<file path="src/running_median_ping_filter_defines.svh">
// running_median_ping_filter_defines.svh: assertion macros for the ping filter.
// No dependencies; pulled in by the top level by `include.
`ifndef RUNNING_MEDIAN_PING_FILTER_DEFINES_SVH
`define RUNNING_MEDIAN_PING_FILTER_DEFINES_SVH

// Same-cycle implication, disabled during reset.
`define RMPF_ASSERT_IMPL(lbl, clk, rst, ante, cons) \
   lbl: assert property (@(posedge clk) disable iff (rst) (ante) |-> (cons)) \
      else $error("rmpf: assertion failed");

// Next-cycle implication, disabled during reset.
`define RMPF_ASSERT_NEXT(lbl, clk, rst, ante, cons) \
   lbl: assert property (@(posedge clk) disable iff (rst) (ante) |=> (cons)) \
      else $error("rmpf: assertion failed");

`endif

</file>
<file path="src/rmpf_pkg.sv">
// rmpf_pkg.sv: types and constants shared by the ping filter modules.
// No dependencies.
`default_nettype none

package rmpf_pkg;

   localparam int PING_W      = 9;
   localparam int CMD_W       = 2;
   localparam int SLOT_W      = 5;
   localparam int SAMPLE_W    = 16;
   localparam int FACTOR_W    = 4;
   localparam int RATE_W      = 10;
   localparam int CSR_IDX_W   = 2;
   localparam int CSR_DATA_W  = 10;
   localparam int PROD_W      = PING_W + FACTOR_W;

   // divider: DIV_W bit operands, DIV_STEP_BITS quotient bits per cycle
   localparam int DIV_W         = 10;
   localparam int DIV_STEP_BITS = 2;
   localparam int DIV_CYCLES    = DIV_W / DIV_STEP_BITS;
   localparam int DIV_CNT_W     = $clog2(DIV_CYCLES);

   localparam logic [PING_W-1:0]   CAP_RESET    = 9'd500;
   localparam logic [FACTOR_W-1:0] FACTOR_RESET = 4'd5;
   localparam logic [RATE_W-1:0]   RATE_RESET   = 10'd0;
   localparam logic [DIV_W-1:0]    MS_PER_SEC   = 10'd1000;

   localparam logic [CMD_W-1:0] CMD_OBSERVE = 2'd0;
   localparam logic [CMD_W-1:0] CMD_QUERY   = 2'd1;
   localparam logic [CMD_W-1:0] CMD_CLEAR   = 2'd2;

   localparam logic [CSR_IDX_W-1:0] REG_PING_CAP       = 2'd0;
   localparam logic [CSR_IDX_W-1:0] REG_OUTLIER_FACTOR = 2'd1;
   localparam logic [CSR_IDX_W-1:0] REG_EMIT_RATE      = 2'd2;

   typedef struct packed {
      logic [CMD_W-1:0]           cmd;
      logic [SLOT_W-1:0]          slot;
      logic signed [SAMPLE_W-1:0] ping_sample;
   } req_type;

   typedef struct packed {
      logic              pushed;
      logic [PING_W-1:0] filtered_ping;
      logic [PING_W-1:0] back_shift;
   } rsp_type;

   typedef enum logic [1:0] {
      CELL_HOLD,
      CELL_DELETE,
      CELL_INSERT,
      CELL_CLEAR
   } cell_op_type;

   typedef struct packed {
      cell_op_type       op;
      logic [PING_W-1:0] key;
   } cell_ctl_type;

   typedef struct packed {
      logic              valid;
      logic [PING_W-1:0] value;
      logic              flag;
   } cell_port_type;

   typedef struct packed {
      logic             start;
      logic [DIV_W-1:0] dividend;
      logic [DIV_W-1:0] divisor;
   } div_req_type;

   typedef struct packed {
      logic             busy;
      logic             done;
      logic [DIV_W-1:0] quotient;
   } div_rsp_type;

   typedef enum logic [2:0] {
      ST_IDLE,
      ST_CHECK,
      ST_INSERT,
      ST_JUDGE,
      ST_PERIOD,
      ST_SHIFT,
      ST_RESP
   } state_type;

endpackage

`default_nettype wire

</file>
<file path="src/rmpf_cell.sv">
// rmpf_cell.sv: one cell of the sorted window chain.
// Depends on rmpf_pkg.
`default_nettype none

module rmpf_cell (
   input  wire                    clock,
   input  wire                    reset,
   input  rmpf_pkg::cell_ctl_type ctl,
   input  rmpf_pkg::cell_port_type nbr_left,
   input  rmpf_pkg::cell_port_type nbr_right,
   output rmpf_pkg::cell_port_type cell_out
);

   logic                        valid_ff, valid_in;
   logic [rmpf_pkg::PING_W-1:0] value_ff, value_in;
   logic                        flag;

   // delete: this cell and all above it shift down by one
   // insert: first invalid-or-greater cell takes the key, the rest shift up
   always_comb begin
      case (ctl.op)
         rmpf_pkg::CELL_DELETE: flag = valid_ff && (value_ff >= ctl.key);
         rmpf_pkg::CELL_INSERT: flag = !valid_ff || (value_ff > ctl.key);
         default:               flag = 1'b0;
      endcase
   end

   always_comb begin
      valid_in = valid_ff;
      value_in = value_ff;
      case (ctl.op)
         rmpf_pkg::CELL_CLEAR: begin
            valid_in = 1'b0;
         end
         rmpf_pkg::CELL_DELETE: begin
            if (flag) begin
               valid_in = nbr_right.valid;
               value_in = nbr_right.value;
            end
         end
         rmpf_pkg::CELL_INSERT: begin
            if (nbr_left.flag) begin
               valid_in = nbr_left.valid;
               value_in = nbr_left.value;
            end else if (flag) begin
               valid_in = 1'b1;
               value_in = ctl.key;
            end
         end
         default: begin
         end
      endcase
   end

   always_ff @(posedge clock) begin
      if (reset) begin
         valid_ff <= 1'b0;
      end else begin
         valid_ff <= valid_in;
      end
   end

   always_ff @(posedge clock) begin
      value_ff <= value_in;
   end

   assign cell_out.valid = valid_ff;
   assign cell_out.value = value_ff;
   assign cell_out.flag  = flag;

endmodule

`default_nettype wire

</file>
<file path="src/rmpf_chain.sv">
// rmpf_chain.sv: row of sorted cells holding the window, with rank readout.
// Depends on rmpf_pkg and rmpf_cell.
`default_nettype none

module rmpf_chain #(
   parameter int WINDOW = 32
) (
   input  wire                          clock,
   input  wire                          reset,
   input  rmpf_pkg::cell_ctl_type       ctl,
   input  wire [$clog2(WINDOW)-1:0]     rank,
   output logic [rmpf_pkg::PING_W-1:0]  rank_value,
   output logic [WINDOW-1:0]            valid_vec
);

   rmpf_pkg::cell_port_type ports [WINDOW];

   for (genvar i = 0; i < WINDOW; i++) begin : g_cell
      rmpf_pkg::cell_port_type lft, rgt;

      if (i == 0) begin : g_first
         assign lft = '0;
      end else begin : g_mid_l
         assign lft = ports[i-1];
      end

      if (i == WINDOW - 1) begin : g_last
         assign rgt = '0;
      end else begin : g_mid_r
         assign rgt = ports[i+1];
      end

      rmpf_cell u_cell (
         .clock     (clock),
         .reset     (reset),
         .ctl       (ctl),
         .nbr_left  (lft),
         .nbr_right (rgt),
         .cell_out  (ports[i])
      );

      assign valid_vec[i] = ports[i].valid;
   end

   assign rank_value = ports[rank].value;

endmodule

`default_nettype wire

</file>
<file path="src/rmpf_div.sv">
// rmpf_div.sv: iterative restoring divider, two quotient bits per cycle.
// Depends on rmpf_pkg.
`default_nettype none

module rmpf_div (
   input  wire                   clock,
   input  wire                   reset,
   input  rmpf_pkg::div_req_type req,
   output rmpf_pkg::div_rsp_type rsp
);

   localparam int W = rmpf_pkg::DIV_W;

   logic                            busy_ff, busy_in;
   logic                            done_ff, done_in;
   logic [rmpf_pkg::DIV_CNT_W-1:0]  cnt_ff, cnt_in;
   logic [W-1:0]                    rem_ff, rem_in;
   logic [W-1:0]                    quo_ff, quo_in;
   logic [W-1:0]                    den_ff, den_in;
   logic [W-1:0]                    rem_step, quo_step;
   logic [W:0]                      trial;

   // dividend bits shift out of quo from the top, quotient bits enter below
   always_comb begin
      rem_step = rem_ff;
      quo_step = quo_ff;
      trial    = '0;
      for (int i = 0; i < rmpf_pkg::DIV_STEP_BITS; i++) begin
         trial    = {rem_step, quo_step[W-1]};
         quo_step = {quo_step[W-2:0], 1'b0};
         if (trial >= {1'b0, den_ff}) begin
            trial       = trial - {1'b0, den_ff};
            quo_step[0] = 1'b1;
         end
         rem_step = trial[W-1:0];
      end
   end

   always_comb begin
      busy_in = busy_ff;
      done_in = 1'b0;
      cnt_in  = cnt_ff;
      rem_in  = rem_ff;
      quo_in  = quo_ff;
      den_in  = den_ff;
      if (req.start && !busy_ff) begin
         busy_in = 1'b1;
         cnt_in  = '0;
         rem_in  = '0;
         quo_in  = req.dividend;
         den_in  = req.divisor;
      end else if (busy_ff) begin
         rem_in = rem_step;
         quo_in = quo_step;
         cnt_in = cnt_ff + 1'b1;
         if (cnt_ff == rmpf_pkg::DIV_CNT_W'(rmpf_pkg::DIV_CYCLES - 1)) begin
            busy_in = 1'b0;
            done_in = 1'b1;
         end
      end
   end

   always_ff @(posedge clock) begin
      if (reset) begin
         busy_ff <= 1'b0;
         done_ff <= 1'b0;
         cnt_ff  <= '0;
      end else begin
         busy_ff <= busy_in;
         done_ff <= done_in;
         cnt_ff  <= cnt_in;
      end
   end

   always_ff @(posedge clock) begin
      rem_ff <= rem_in;
      quo_ff <= quo_in;
      den_ff <= den_in;
   end

   assign rsp.busy     = busy_ff;
   assign rsp.done     = done_ff;
   assign rsp.quotient = quo_ff;

endmodule

`default_nettype wire

</file>
<file path="src/running_median_ping_filter.sv">
// Running median ping filter: per-slot ping de-duplication, a sliding window
// of the last WINDOW kept samples held sorted in a row of cells, and a query
// path that swaps implausible raw pings for the upper median and derives a
// back-shift in frames. Commands on req_payload.cmd: observe, query, clear
// (3 is ignored). Every word accepted yields exactly one rsp word. Words go
// through one at a time: a kept observe passes check, cell insert and
// response load; a dropped observe, a clear or the ignored code passes
// check and response load. A query passes check and response load when
// the slot is out of range, adds a judge step when emit_rate_hz is 0, and
// else adds judge and two passes through the shared 2-bit-per-cycle divider
// (frame period 1000/rate, then ping/period). The next word is accepted as
// soon as the previous one is loaded into the rsp register, even if it is
// still waiting there. CSR writes (csr_index 0 ping_cap, 1 outlier_factor,
// 2 emit_rate_hz) are always accepted; write them only while the
// block is idle.
`default_nettype none

`include "running_median_ping_filter_defines.svh"

module running_median_ping_filter #(
   parameter int WINDOW = 32,
   parameter int SLOTS  = 32
) (
   input  wire                                 clock,
   input  wire                                 reset,
   // request words
   input  wire                                 req_valid,
   output logic                                req_ready,
   input  rmpf_pkg::req_type                   req_payload,
   // response words
   output logic                                rsp_valid,
   input  wire                                 rsp_ready,
   output rmpf_pkg::rsp_type                   rsp_payload,
   // register writes
   input  wire                                 csr_valid,
   output logic                                csr_ready,
   input  wire [rmpf_pkg::CSR_IDX_W-1:0]       csr_index,
   input  wire [rmpf_pkg::CSR_DATA_W-1:0]      csr_wdata
);

   localparam int IDX_W   = $clog2(WINDOW);
   localparam int FILL_W  = $clog2(WINDOW + 1);
   localparam int SLOT_AW = (SLOTS > 1) ? $clog2(SLOTS) : 1;
   localparam int PW      = rmpf_pkg::PING_W;

   // control and config
   rmpf_pkg::state_type                  state_ff, state_in;
   logic [PW-1:0]                        cap_ff, cap_in;
   logic [rmpf_pkg::FACTOR_W-1:0]        factor_ff, factor_in;
   logic [rmpf_pkg::RATE_W-1:0]          rate_ff, rate_in;
   logic [FILL_W-1:0]                    fill_ff, fill_in;
   logic [IDX_W-1:0]                     cursor_ff, cursor_in;
   logic [SLOTS-1:0]                     slot_valid_ff, slot_valid_in;
   logic                                 rsp_valid_ff, rsp_valid_in;

   // payload registers
   rmpf_pkg::req_type                    item_ff, item_in;
   rmpf_pkg::rsp_type                    rsp_ff, rsp_in;
   logic                                 pushed_ff, pushed_in;
   logic [PW-1:0]                        med_ff, med_in;
   logic [PW-1:0]                        filt_ff, filt_in;
   logic [PW-1:0]                        shift_ff, shift_in;
   logic [PW-1:0]                        last_rd_ff;
   logic [PW-1:0]                        oldest_rd_ff;

   // memories: per-slot last kept ping, and the window in arrival order
   logic [PW-1:0]                        slot_ping_mem [SLOTS];
   logic [PW-1:0]                        ring_mem [WINDOW];

   logic                                 req_fire;
   logic                                 slot_we, ring_we;
   logic [SLOT_AW-1:0]                   req_slot_addr, item_slot_addr;
   logic                                 slot_ok, in_range, dup, keep, too_big;
   logic [PW-1:0]                        sample9;
   logic [rmpf_pkg::PROD_W-1:0]          prod;
   logic [rmpf_pkg::DIV_W-1:0]           period;
   logic                                 row_matches_fill;

   rmpf_pkg::cell_ctl_type               cell_ctl;
   logic [PW-1:0]                        rank_value;
   logic [WINDOW-1:0]                    chain_valid;
   rmpf_pkg::div_req_type                div_req;
   rmpf_pkg::div_rsp_type                div_rsp;

   rmpf_chain #(
      .WINDOW (WINDOW)
   ) u_chain (
      .clock      (clock),
      .reset      (reset),
      .ctl        (cell_ctl),
      .rank       (IDX_W'(fill_ff >> 1)),
      .rank_value (rank_value),
      .valid_vec  (chain_valid)
   );

   rmpf_div u_div (
      .clock (clock),
      .reset (reset),
      .req   (div_req),
      .rsp   (div_rsp)
   );

   assign req_fire       = req_valid && req_ready;
   assign req_slot_addr  = SLOT_AW'(req_payload.slot);
   assign item_slot_addr = SLOT_AW'(item_ff.slot);
   assign csr_ready      = 1'b1;

   // sample checks on the held word
   assign slot_ok  = int'(item_ff.slot) < SLOTS;
   assign sample9  = item_ff.ping_sample[PW-1:0];
   assign in_range = !item_ff.ping_sample[rmpf_pkg::SAMPLE_W-1]
                     && (item_ff.ping_sample != '0)
                     && ({1'b0, item_ff.ping_sample[rmpf_pkg::SAMPLE_W-2:0]}
                         <= rmpf_pkg::SAMPLE_W'(cap_ff));
   assign dup      = slot_valid_ff[item_slot_addr] && (last_rd_ff == sample9);
   assign keep     = slot_ok && in_range && !dup;
   assign prod     = rmpf_pkg::PROD_W'(factor_ff) * rmpf_pkg::PROD_W'(med_ff);
   assign too_big  = (med_ff != '0) && (rmpf_pkg::PROD_W'(sample9) > prod);
   // 1000/rate is 0 only above 1000 Hz; period then clamps to 1 ms
   assign period   = (div_rsp.quotient == '0) ? rmpf_pkg::DIV_W'(1) : div_rsp.quotient;

   // config register writes
   always_comb begin
      cap_in    = cap_ff;
      factor_in = factor_ff;
      rate_in   = rate_ff;
      if (csr_valid && csr_ready) begin
         case (csr_index)
            rmpf_pkg::REG_PING_CAP:       cap_in    = csr_wdata[PW-1:0];
            rmpf_pkg::REG_OUTLIER_FACTOR: factor_in = csr_wdata[rmpf_pkg::FACTOR_W-1:0];
            rmpf_pkg::REG_EMIT_RATE:      rate_in   = csr_wdata[rmpf_pkg::RATE_W-1:0];
            default: begin
            end
         endcase
      end
   end

   // main sequencer
   always_comb begin
      state_in      = state_ff;
      fill_in       = fill_ff;
      cursor_in     = cursor_ff;
      slot_valid_in = slot_valid_ff;
      rsp_valid_in  = rsp_valid_ff;
      item_in       = item_ff;
      rsp_in        = rsp_ff;
      pushed_in     = pushed_ff;
      med_in        = med_ff;
      filt_in       = filt_ff;
      shift_in      = shift_ff;
      req_ready     = 1'b0;
      slot_we       = 1'b0;
      ring_we       = 1'b0;
      cell_ctl.op   = rmpf_pkg::CELL_HOLD;
      cell_ctl.key  = sample9;
      div_req.start    = 1'b0;
      div_req.dividend = rmpf_pkg::MS_PER_SEC;
      div_req.divisor  = rmpf_pkg::DIV_W'(rate_ff);

      // rsp register drains independently of the sequencer
      if (rsp_valid_ff && rsp_ready) begin
         rsp_valid_in = 1'b0;
      end

      case (state_ff)
         rmpf_pkg::ST_IDLE: begin
            req_ready = 1'b1;
            if (req_fire) begin
               item_in   = req_payload;
               pushed_in = 1'b0;
               filt_in   = '0;
               shift_in  = '0;
               state_in  = rmpf_pkg::ST_CHECK;
            end
         end

         rmpf_pkg::ST_CHECK: begin
            state_in = rmpf_pkg::ST_RESP;
            case (item_ff.cmd)
               rmpf_pkg::CMD_OBSERVE: begin
                  if (keep) begin
                     pushed_in = 1'b1;
                     slot_we   = 1'b1;
                     ring_we   = 1'b1;
                     slot_valid_in[item_slot_addr] = 1'b1;
                     cursor_in = (cursor_ff == IDX_W'(WINDOW - 1)) ? '0 : cursor_ff + 1'b1;
                     // full window: drop the oldest value from the sorted row first
                     if (fill_ff == FILL_W'(WINDOW)) begin
                        cell_ctl.op  = rmpf_pkg::CELL_DELETE;
                        cell_ctl.key = oldest_rd_ff;
                     end else begin
                        fill_in = fill_ff + 1'b1;
                     end
                     state_in = rmpf_pkg::ST_INSERT;
                  end
               end
               rmpf_pkg::CMD_QUERY: begin
                  if (slot_ok) begin
                     // upper median: sorted entry at rank fill/2, empty gives 0
                     med_in   = (fill_ff == '0) ? '0 : rank_value;
                     state_in = rmpf_pkg::ST_JUDGE;
                  end
               end
               rmpf_pkg::CMD_CLEAR: begin
                  cell_ctl.op   = rmpf_pkg::CELL_CLEAR;
                  fill_in       = '0;
                  cursor_in     = '0;
                  slot_valid_in = '0;
               end
               default: begin
               end
            endcase
         end

         rmpf_pkg::ST_INSERT: begin
            cell_ctl.op  = rmpf_pkg::CELL_INSERT;
            cell_ctl.key = sample9;
            state_in     = rmpf_pkg::ST_RESP;
         end

         rmpf_pkg::ST_JUDGE: begin
            filt_in = (!in_range || too_big) ? med_ff : sample9;
            if (rate_ff == '0) begin
               state_in = rmpf_pkg::ST_RESP;
            end else begin
               div_req.start = 1'b1;
               state_in      = rmpf_pkg::ST_PERIOD;
            end
         end

         rmpf_pkg::ST_PERIOD: begin
            if (div_rsp.done) begin
               div_req.start    = 1'b1;
               div_req.dividend = rmpf_pkg::DIV_W'(filt_ff);
               div_req.divisor  = period;
               state_in         = rmpf_pkg::ST_SHIFT;
            end
         end

         rmpf_pkg::ST_SHIFT: begin
            if (div_rsp.done) begin
               shift_in = div_rsp.quotient[PW-1:0];
               state_in = rmpf_pkg::ST_RESP;
            end
         end

         rmpf_pkg::ST_RESP: begin
            if (!rsp_valid_ff || rsp_ready) begin
               rsp_in.pushed        = pushed_ff;
               rsp_in.filtered_ping = filt_ff;
               rsp_in.back_shift    = shift_ff;
               rsp_valid_in         = 1'b1;
               state_in             = rmpf_pkg::ST_IDLE;
            end
         end

         default: begin
            state_in = rmpf_pkg::ST_IDLE;
         end
      endcase
   end

   always_ff @(posedge clock) begin
      if (reset) begin
         state_ff      <= rmpf_pkg::ST_IDLE;
         cap_ff        <= rmpf_pkg::CAP_RESET;
         factor_ff     <= rmpf_pkg::FACTOR_RESET;
         rate_ff       <= rmpf_pkg::RATE_RESET;
         fill_ff       <= '0;
         cursor_ff     <= '0;
         slot_valid_ff <= '0;
         rsp_valid_ff  <= 1'b0;
      end else begin
         state_ff      <= state_in;
         cap_ff        <= cap_in;
         factor_ff     <= factor_in;
         rate_ff       <= rate_in;
         fill_ff       <= fill_in;
         cursor_ff     <= cursor_in;
         slot_valid_ff <= slot_valid_in;
         rsp_valid_ff  <= rsp_valid_in;
      end
   end

   always_ff @(posedge clock) begin
      item_ff   <= item_in;
      rsp_ff    <= rsp_in;
      pushed_ff <= pushed_in;
      med_ff    <= med_in;
      filt_ff   <= filt_in;
      shift_ff  <= shift_in;
   end

   // memory ports: reads launch on acceptance, writes land in the check cycle
   always_ff @(posedge clock) begin
      if (req_fire) begin
         last_rd_ff   <= slot_ping_mem[req_slot_addr];
         oldest_rd_ff <= ring_mem[cursor_ff];
      end
      if (slot_we) begin
         slot_ping_mem[item_slot_addr] <= sample9;
      end
      if (ring_we) begin
         ring_mem[cursor_ff] <= sample9;
      end
   end

   assign rsp_valid   = rsp_valid_ff;
   assign rsp_payload = rsp_ff;

   assign row_matches_fill = $countones(chain_valid) == int'(fill_ff);

   // fill count never passes the window size
   `RMPF_ASSERT_IMPL(a_fill_bound, clock, reset, 1'b1, int'(fill_ff) <= WINDOW)
   // between words the sorted row holds exactly fill_count entries
   `RMPF_ASSERT_IMPL(a_idle_count, clock, reset, state_ff == rmpf_pkg::ST_IDLE, row_matches_fill)
   // an insert step leaves the row matching the fill count
   `RMPF_ASSERT_NEXT(a_insert_count, clock, reset, state_ff == rmpf_pkg::ST_INSERT, row_matches_fill)
   // divider is never left running once the block is idle
   `RMPF_ASSERT_IMPL(a_div_idle, clock, reset, state_ff == rmpf_pkg::ST_IDLE, !div_rsp.busy)

endmodule

`default_nettype wire

</file>
<file path="config.mk">
export PLATFORM = sky130hd
export DESIGN_NAME = running_median_ping_filter
export DESIGN_NICKNAME = d
export VERILOG_FILES = /design/src/rmpf_pkg.sv /design/src/rmpf_cell.sv /design/src/rmpf_chain.sv /design/src/rmpf_div.sv /design/src/running_median_ping_filter.sv
export VERILOG_INCLUDE_DIRS = /design/src /design/src/src
export SDC_FILE = /design/constraint.sdc
export NUM_CORES = 2
export LEC_CHECK = 0
export CORE_ASPECT_RATIO = 1.4
export CORE_MARGIN = 10
export CORE_UTILIZATION = 40
export CTS_BUF_LIST = sky130_fd_sc_hd__clkbuf_2
export DETAILED_ROUTE_END_ITERATION = 16
export DONT_BUFFER_PORTS = 1
export PLACE_DENSITY = 0.6
export SYNTH_ARGS = -nofsm -noshare
export SYNTH_HDL_FRONTEND = slang
export SYNTH_SLANG_ARGS = --single-unit
</file>
<file path="constraint.sdc">
create_clock -name clock -period 9.65 [get_ports clock]
set_clock_uncertainty 0.2 [all_clocks]
set_input_delay 1.4475 -clock clock [delete_from_list [all_inputs] [get_ports clock]]
set_output_delay 1.4475 -clock clock [all_outputs]
set_load 0.05 [all_outputs]
</file>
======== Word-level counts from Yosys, hierarchy flattened ========
Memory sizes are Yosys's and may differ from the RTL's. A register that Yosys moved wholly into a read port is not among the register bits.
Index checks and enable logic that the tools add are counted.
storage, ports and cells
  flip-flop bits (word level) ............. 495
  bits in latches ......................... 0
  bits in writable memories ............... 576
  memory bits (read-only) ................. 0
  input port bits ......................... 40
  output and inout port bits .............. 22
  logic and storage cells ................. 811
  memories kept ........................... 2
cells by class
  add/subtract/negate cells ............... 5
  $mul .................................... 1
  div/mod/pow operators ................... 0
  magnitude comparators ................... 71
  eq/ne operators ......................... 89
  shifts and indexed selects .............. 0
  mux-type cells .......................... 347
  bitwise logic cells ..................... 3
  reduce and logical (&&, ||, !) cells .... 205
memory list
  memory         words  width  rd ports  clocked after memory_dff  wr ports  line                              text
  ring_mem       32     9      1         1                         1         running_median_ping_filter.sv:68  logic [PW-1:0] ring_mem [WINDOW];
  slot_ping_mem  32     9      1         1                         1         running_median_ping_filter.sv:67  logic [PW-1:0] slot_ping_mem [SLOTS];
operators with widths
  cell                                              number
  9-bit 2-to-1 mux                                  99
  9-bit case mux with 2 select lines                34
  9-bit >= comparator                               32
  9-bit greater-than comparator                     32
  3-bit AND reduction                               66
  1-bit 2-to-1 mux                                  116
  1-bit case mux with 3 select lines                32
  3-bit != test (second input constant)             31
  10-bit 2-to-1 mux                                 9
  2-bit != test (second input constant)             39
  1-bit case mux with 2 select lines                34
  32-bit case mux with 2 select lines               1
  11-bit binary-select mux with 5-bit select        1
  1-bit logical AND                                 41
  1-bit zero test                                   37
  1-bit logical OR                                  34
  32-bit 2-to-1 mux                                 1
  32-bit bitwise OR                                 1
  11-bit by 10-bit >= comparator with 1-bit output  2
  11-bit case mux with 2 select lines               1
  21-bit 2-to-1 mux                                 1
  3-bit case mux with 7 select lines                1
  10-bit zero test                                  2
  20-bit 2-to-1 mux                                 1
  42 further kinds                                  73

======== Depth between registers and ports, before layout ========
  depth in word-level cells ............... 14
  mapped depth ............................ 26
  depth with buffers taken out ............ 24

======== By module ========
Synthesis repeated with hierarchy kept, for this count alone.
second synthesis, totals
  cell total of the unflattened synthesis .. 5,204
  area, all modules ....................... 63,867.5 um2
by module, submodules not included
  module                                     times used  cells an instance  area each (um2)
  running_median_ping_filter                 1           1,717              30,280.3
  rmpf_cell at u_chain.g_cell[0].u_cell ...  31          97                 900.9
  rmpf_div                                   1           262                2,502.4
  rmpf_chain                                 1           121                2,245.9
  rmpf_cell at u_chain.g_cell[23].u_cell     1           97                 912.1

======== Worst setup path before layout ========
Ideal clock, no wire load.
  kind .................................... reg2reg
  start ................................... register item_ff[4] (netlist bit)
  end ..................................... register u_chain.g_cell[27].u_cell.value_ff[0] (netlist bit), enable pin
  library setup time ...................... 0.374 ns
  data arrival time ....................... 6.844 ns
  data required time ...................... 9.076 ns
  slack ................................... 2.232 ns
  stages on the path, launching flop included .. 23
  buffers on the path ..................... 4
  cells stage by stage .................... edfxtp_1 -> ha_1 -> a21oi_1 -> o21a_1 -> o311ai_0 -> or2_2 -> a2111oi_4 -> buf_4 -> buf_2 -> mux2_2 -> inv_1 -> clkbuf_1 -> ha_1 -> nand4_1 -> nor2_1 -> nand2_1 -> a221oi_1 -> a311o_1 -> o211ai_1 -> a31oi_1 -> buf_1 -> nor3_1 -> nor2_1
on the way
  cells in the longest elaborated chain, start to end .. 12
  elaborated cells between the ends (all ways) .. 29
  those cells by class .................... order compare: 5; eq/ne: 5; mux: 7; reduce/logical: 12
ends and longest elaborated chain
  what                                                                                     line                               text
  from (decl)                                                                              running_median_ping_filter.sv:57   rmpf_pkg::req_type item_ff, item_in;
  from (signal assigned)                                                                   running_median_ping_filter.sv:286  item_ff <= item_in;
  branches (longest 6 deep; another with 15-bit by 9-bit <= comparator with 1-bit output)  --
  11-bit case mux with 2 select lines (*)                                                  running_median_ping_filter.sv:165  case (state_ff)
  9-bit greater-than comparator / 9-bit >= comparator (equally long branches)              rmpf_cell.sv:23, rmpf_cell.sv:22
  1-bit logical OR / 1-bit logical AND (equally long branches)                             rmpf_cell.sv:23, rmpf_cell.sv:22
  1-bit case mux with 2 select lines                                                       rmpf_cell.sv:21                    case (ctl.op)
  3-bit != test (no line) / 2-bit != test (equally long branches)                          --
  3-bit AND reduction (no line) (*)                                                        --
  to (signal assigned)                                                                     rmpf_cell.sv:64                    value_ff <= value_in;
  to (decl)                                                                                rmpf_cell.sv:15                    logic [rmpf_pkg::PING_W-1:0] value_ff, value_in;
Mark *: on every way between the ends.
A chain may end at the register's enable or synchronous reset.

======== Worst setup path in the final report ========
  start ................................... register item_ff, in the netlist item_slot_addr[1]
  end ..................................... register u_chain.g_cell[12].u_cell.value_ff[7] (netlist bit), enable pin
on the way
  cells in the longest elaborated chain, start to end .. 13
  elaborated cells between the ends (all ways) .. 25
  those cells by class .................... order compare: 4; eq/ne: 4; mux: 8; reduce/logical: 9
ends and longest elaborated chain
  what                                                                         line                               text
  1-bit binary-select mux with 5-bit select (*)                                running_median_ping_filter.sv:115  assign dup = slot_valid_ff[item_slot_addr] && (last_rd_ff == sample9);
  1-bit 2-to-1 mux (implied by the code) (*)                                   running_median_ping_filter.sv:115
  1-bit logical AND (*)                                                        running_median_ping_filter.sv:115
  1-bit zero test (*)                                                          running_median_ping_filter.sv:116  assign keep = slot_ok && in_range && !dup;
  1-bit logical AND (*)                                                        running_median_ping_filter.sv:116
  10-bit 2-to-1 mux (*)                                                        running_median_ping_filter.sv:181  if (keep) begin
  9-bit 2-to-1 mux                                                             running_median_ping_filter.sv:179  case (item_ff.cmd)
  11-bit case mux with 2 select lines (*)                                      running_median_ping_filter.sv:165
  9-bit greater-than comparator / 9-bit >= comparator (equally long branches)  rmpf_cell.sv:23, rmpf_cell.sv:22
  1-bit logical OR / 1-bit logical AND (equally long branches)                 rmpf_cell.sv:23, rmpf_cell.sv:22
  1-bit case mux with 2 select lines                                           rmpf_cell.sv:21
  3-bit != test (no line) / 2-bit != test (equally long branches)              --
  3-bit AND reduction (no line) (*)                                            --
  to (signal assigned)                                                         rmpf_cell.sv:64
  to (decl)                                                                    rmpf_cell.sv:15
Every way passes the cells marked *; elsewhere a longest branch is shown, timed or not. The select of a mux whose other input is x is not followed.

==> results.cfg <==
[floorplan]
start_util_pct = 40.2
core_area_um2 = 146000
num_rows = 166
dieArea_um2 = 163000
ports_placed_on_the_boundary = 62
fp.dieH_um = 474
die_x_um = 344

[timing]
slew_limit_fails = 0
setup_tns_ps = 0
worst_pin_slew_ps = 1210
min_period_ps = 8160
rsz0062_at_grt = no
period_share_pct = 84.6
fmaxAchievable_mhz = 123
setup_violations = 0
max-slew-margin-rel_pct = 19.1
final_hold_viol_count = 0
hold_ws_ps = 200

[route]
wire_per_inst_um = 25.6
via_per_inst = 5.88
wl_met1_mm = 69.3
detail_route.first_pass.iterations = 5
detailroute.wirelength.met2_mm = 90.6
routed_wl_mm = 183
drcViolationCount = 0
drt_first_iter_violations = 4017
ant_nets = 0
dr_total_vias = 42100
route.met3.wl_mm = 11.4
top_layer = met5

[clock_tree]
cts_buffers = 290
number_of_post_cts_setup_repair_buffers = 0
postCtsResizedCells = 0
max_clock_buf_depth = 4
clk_pin_slew_ps = 120
cts_tree = yes
cts_htree_levels = 5
cts_sinks = 1089
clock_latency_ps = 1680
postCtsHoldBufs = 50
cts_root_buffer = clkbuf_2

[final_layout]
fin_nets = 5382
final_standard_cell_count_with_taps_included_and_fillers_excluded = 7149
final_core_util_pct = 43.8
final_layout_size_suffix_gt1_share_pct = 17.4
layout-area-overhead-vs-synth_pct = 8.85

[run]
max_cap_viol_count = 0

[synth]
synth_cell_type_count = 89
syn-instance-count = 4852
post_synth_main_area_contributors = edfxtp_1 (50%), mux4_2 (9.7%), ha_1 (6.9%)
async_reset_ff_share_pct = 0
synth-edff-count = 972
ys_seq_area_share_pct = 53.7
number_of_synthesized_register_bits = 1089
post-synth-top-area-fraction_pct = 49.7
synth_top_cells_by_count = edfxtp_1 (972), nand2_1 (552), o21ai_0 (442)
syn_avg_cell_area_um2 = 12.1
top_cell_type_by_total_area_after_synthesis = edfxtp_1
synthesis.nets = 5231
ys.flop_type = edfxtp_1
syn-cell-area_um2 = 58800
yosys_warnings = 0
synthMostInstantiatedCell = edfxtp_1

[worst_setup_path]
timing.critical_path.slowest_stage_cell = edfxtp_1
worst-setup-path-type = reg -> reg
timing.critical_path.slowest_cell_delay_ps = 1060
timing.critical_path.fanout_max = 24
cell_type_with_the_highest_occurrence_count_on_the_critical_path = buf_4
r2r-end = u_chain.g_cell[12].u_cell.value_ff[7]
path_cells = mux4_2 -> nand4_1 -> o21ai_1 -> or4_4 -> a2111oi_4 -> buf_4 -> mux2_2 -> inv_2 -> buf_4 -> ha_1 -> and4_1 -> nand3_1 -> o32a_1 -> nand4b_1 -> a21boi_0 -> o211ai_2 -> nand2_1 -> a2bb2oi_1 -> nor2_1
worstSetupEndpointType = flip-flop
reg2reg_setup_slack_ps = 1490
crit_required_ps = 10630
reg2reg_depth = 19
setup.worst_path.start_class = flip-flop
crit-reg2reg-launch = item_slot_addr[1]
worst-endpoint-arrival_ps = 9150

[hold_path]
timing.hold.worst.class = in -> reg
worst_hold_startpoint = req_payload[12]
hold_end = item_ff[12]
worstHoldPathCells = 1

[placed_design]
io_buffer_count = 0
globalplace.congestion = 0.910
post-place-cells = 6593
detailedPlacementHpwl_mm = 123

[power]
pwr_density_cell_nw_per_um2 = 215
p_leak_uw = 0.0232
vdd_ir_drop_max_mv = 0.126
total_power_uw = 13700

[global_routing]
groute.usage.overall_pct = 22.1
first_global_vias = 42800
grt_first_pass_wirelength_mm = 272
gr-total-overflow = 0
antenna_found_initial = 8
grt_start_max_net_pins = 251

[outcome]
status = finished, final reports clean
[metal layers]
metal | global-route usage (%) | vias to the layer above
li1 | - | 18900
met1 | 25.8 | 20800
met2 | 37.5 | 1826
met3 | 4.10 | 571
met4 | 13.2 | 10
met5 | 0 | -
[area by class of cell]
class	instances	area (um^2)
clock buffers	419	2100
fillers	13600	82000
well taps	1932	2420
inverters	173	657
flip-flops and latches	1089	31500
diodes	10	25.0
clock inverters	77	387
repair buffers	142	1310
multi-input cells	3307	25500
[metrics by stage]
stage	cell area, um^2	setup WS [ps]
global route	64000	1110
global placement	60900	1840
floorplan	58800	2230
finish	64000	1490
CTS	63900	1620
detailed placement	60900	1720
[cells by family (layout without fill, tap and decap cells)]
group                    count (synthesis)  in the layout  synth area share (%)
AND/OR/NAND/NOR                       1373           1373                  10.6
flip-flops                            1089           1089                  53.7
AO/OA/AOI/OAI                         1067           1067                  11.0
multiplexers                           464            464                  13.4
buffers and inverters                  456            811                  3.05
adder cells (fa/ha/maj)                345            345                  7.52
XOR/XNOR                                57             57                 0.850
other                                    1             11               0.00638
[registers in the layout (all words and copies together), names as in the netlist, 18 cells and up]
name	count
item_ff	18
ring_mem	288
rsp_payload	19
slot_ping_mem	288
slot_valid_ff	32
u_chain.g_cell.u_cell.valid_ff	32
u_chain.g_cell.u_cell.value_ff	288
[cell usage in the layout (no fill, tap or decap), drive strengths merged, types with 46 or more instances in the layout]
| cell | count |
|---|---|
| nand4 | 78 |
| nand2 | 552 |
| xnor2 | 46 |
| dfxtp | 117 |
| inv | 178 |
| clkbuf | 419 |
| nor2b | 57 |
| nor2 | 417 |
| a21oi | 299 |
| edfxtp | 972 |
| ha | 323 |
| dlygate4sd3 | 48 |
| mux4 | 253 |
| mux2i | 174 |
| clkinv | 69 |
| buf | 94 |
| o21ai | 458 |
| nand3 | 53 |
[power breakdown]
group | switching, uW | internal (uW) | total [uW] | leakage, uW
Combinational | 2570 | 1420 | 3990 | 0.0114
Sequential | 610 | 5920 | 6530 | 0.00979
Clock | 1970 | 1240 | 3200 | 0.00196
Total | 5150 | 8580 | 13700 | 0.0232
[worst max path at each step]
stage	from	cells past startpoint	end	slack, ps
floorplan	item_ff[4]	22	u_chain.g_cell[27].u_cell.value_ff[0]	2230
global placement	item_slot_addr[1]	20	u_chain.g_cell[9].u_cell.value_ff[0]	1840
detailed placement	item_slot_addr[1]	19	u_chain.g_cell[12].u_cell.value_ff[5]	1720
CTS	item_slot_addr[1]	19	u_chain.g_cell[12].u_cell.value_ff[5]	1620
global route	item_slot_addr[1]	20	u_chain.g_cell[9].u_cell.value_ff[3]	1110
finish	item_slot_addr[1]	19	u_chain.g_cell[12].u_cell.value_ff[7]	1490
[worst max-delay path: cells and delay by family (launching register included)]
kind,cells,cell delay (ps)
muxes,2,1220
DFF,1,1060
and+or+nand+nor,7,2060
AOI/OAI and AO/OA,6,1510
buffers and inverters,3,1450
adders and majority gates,1,210
No activity file was read; power rests on OpenSTA's default activity.
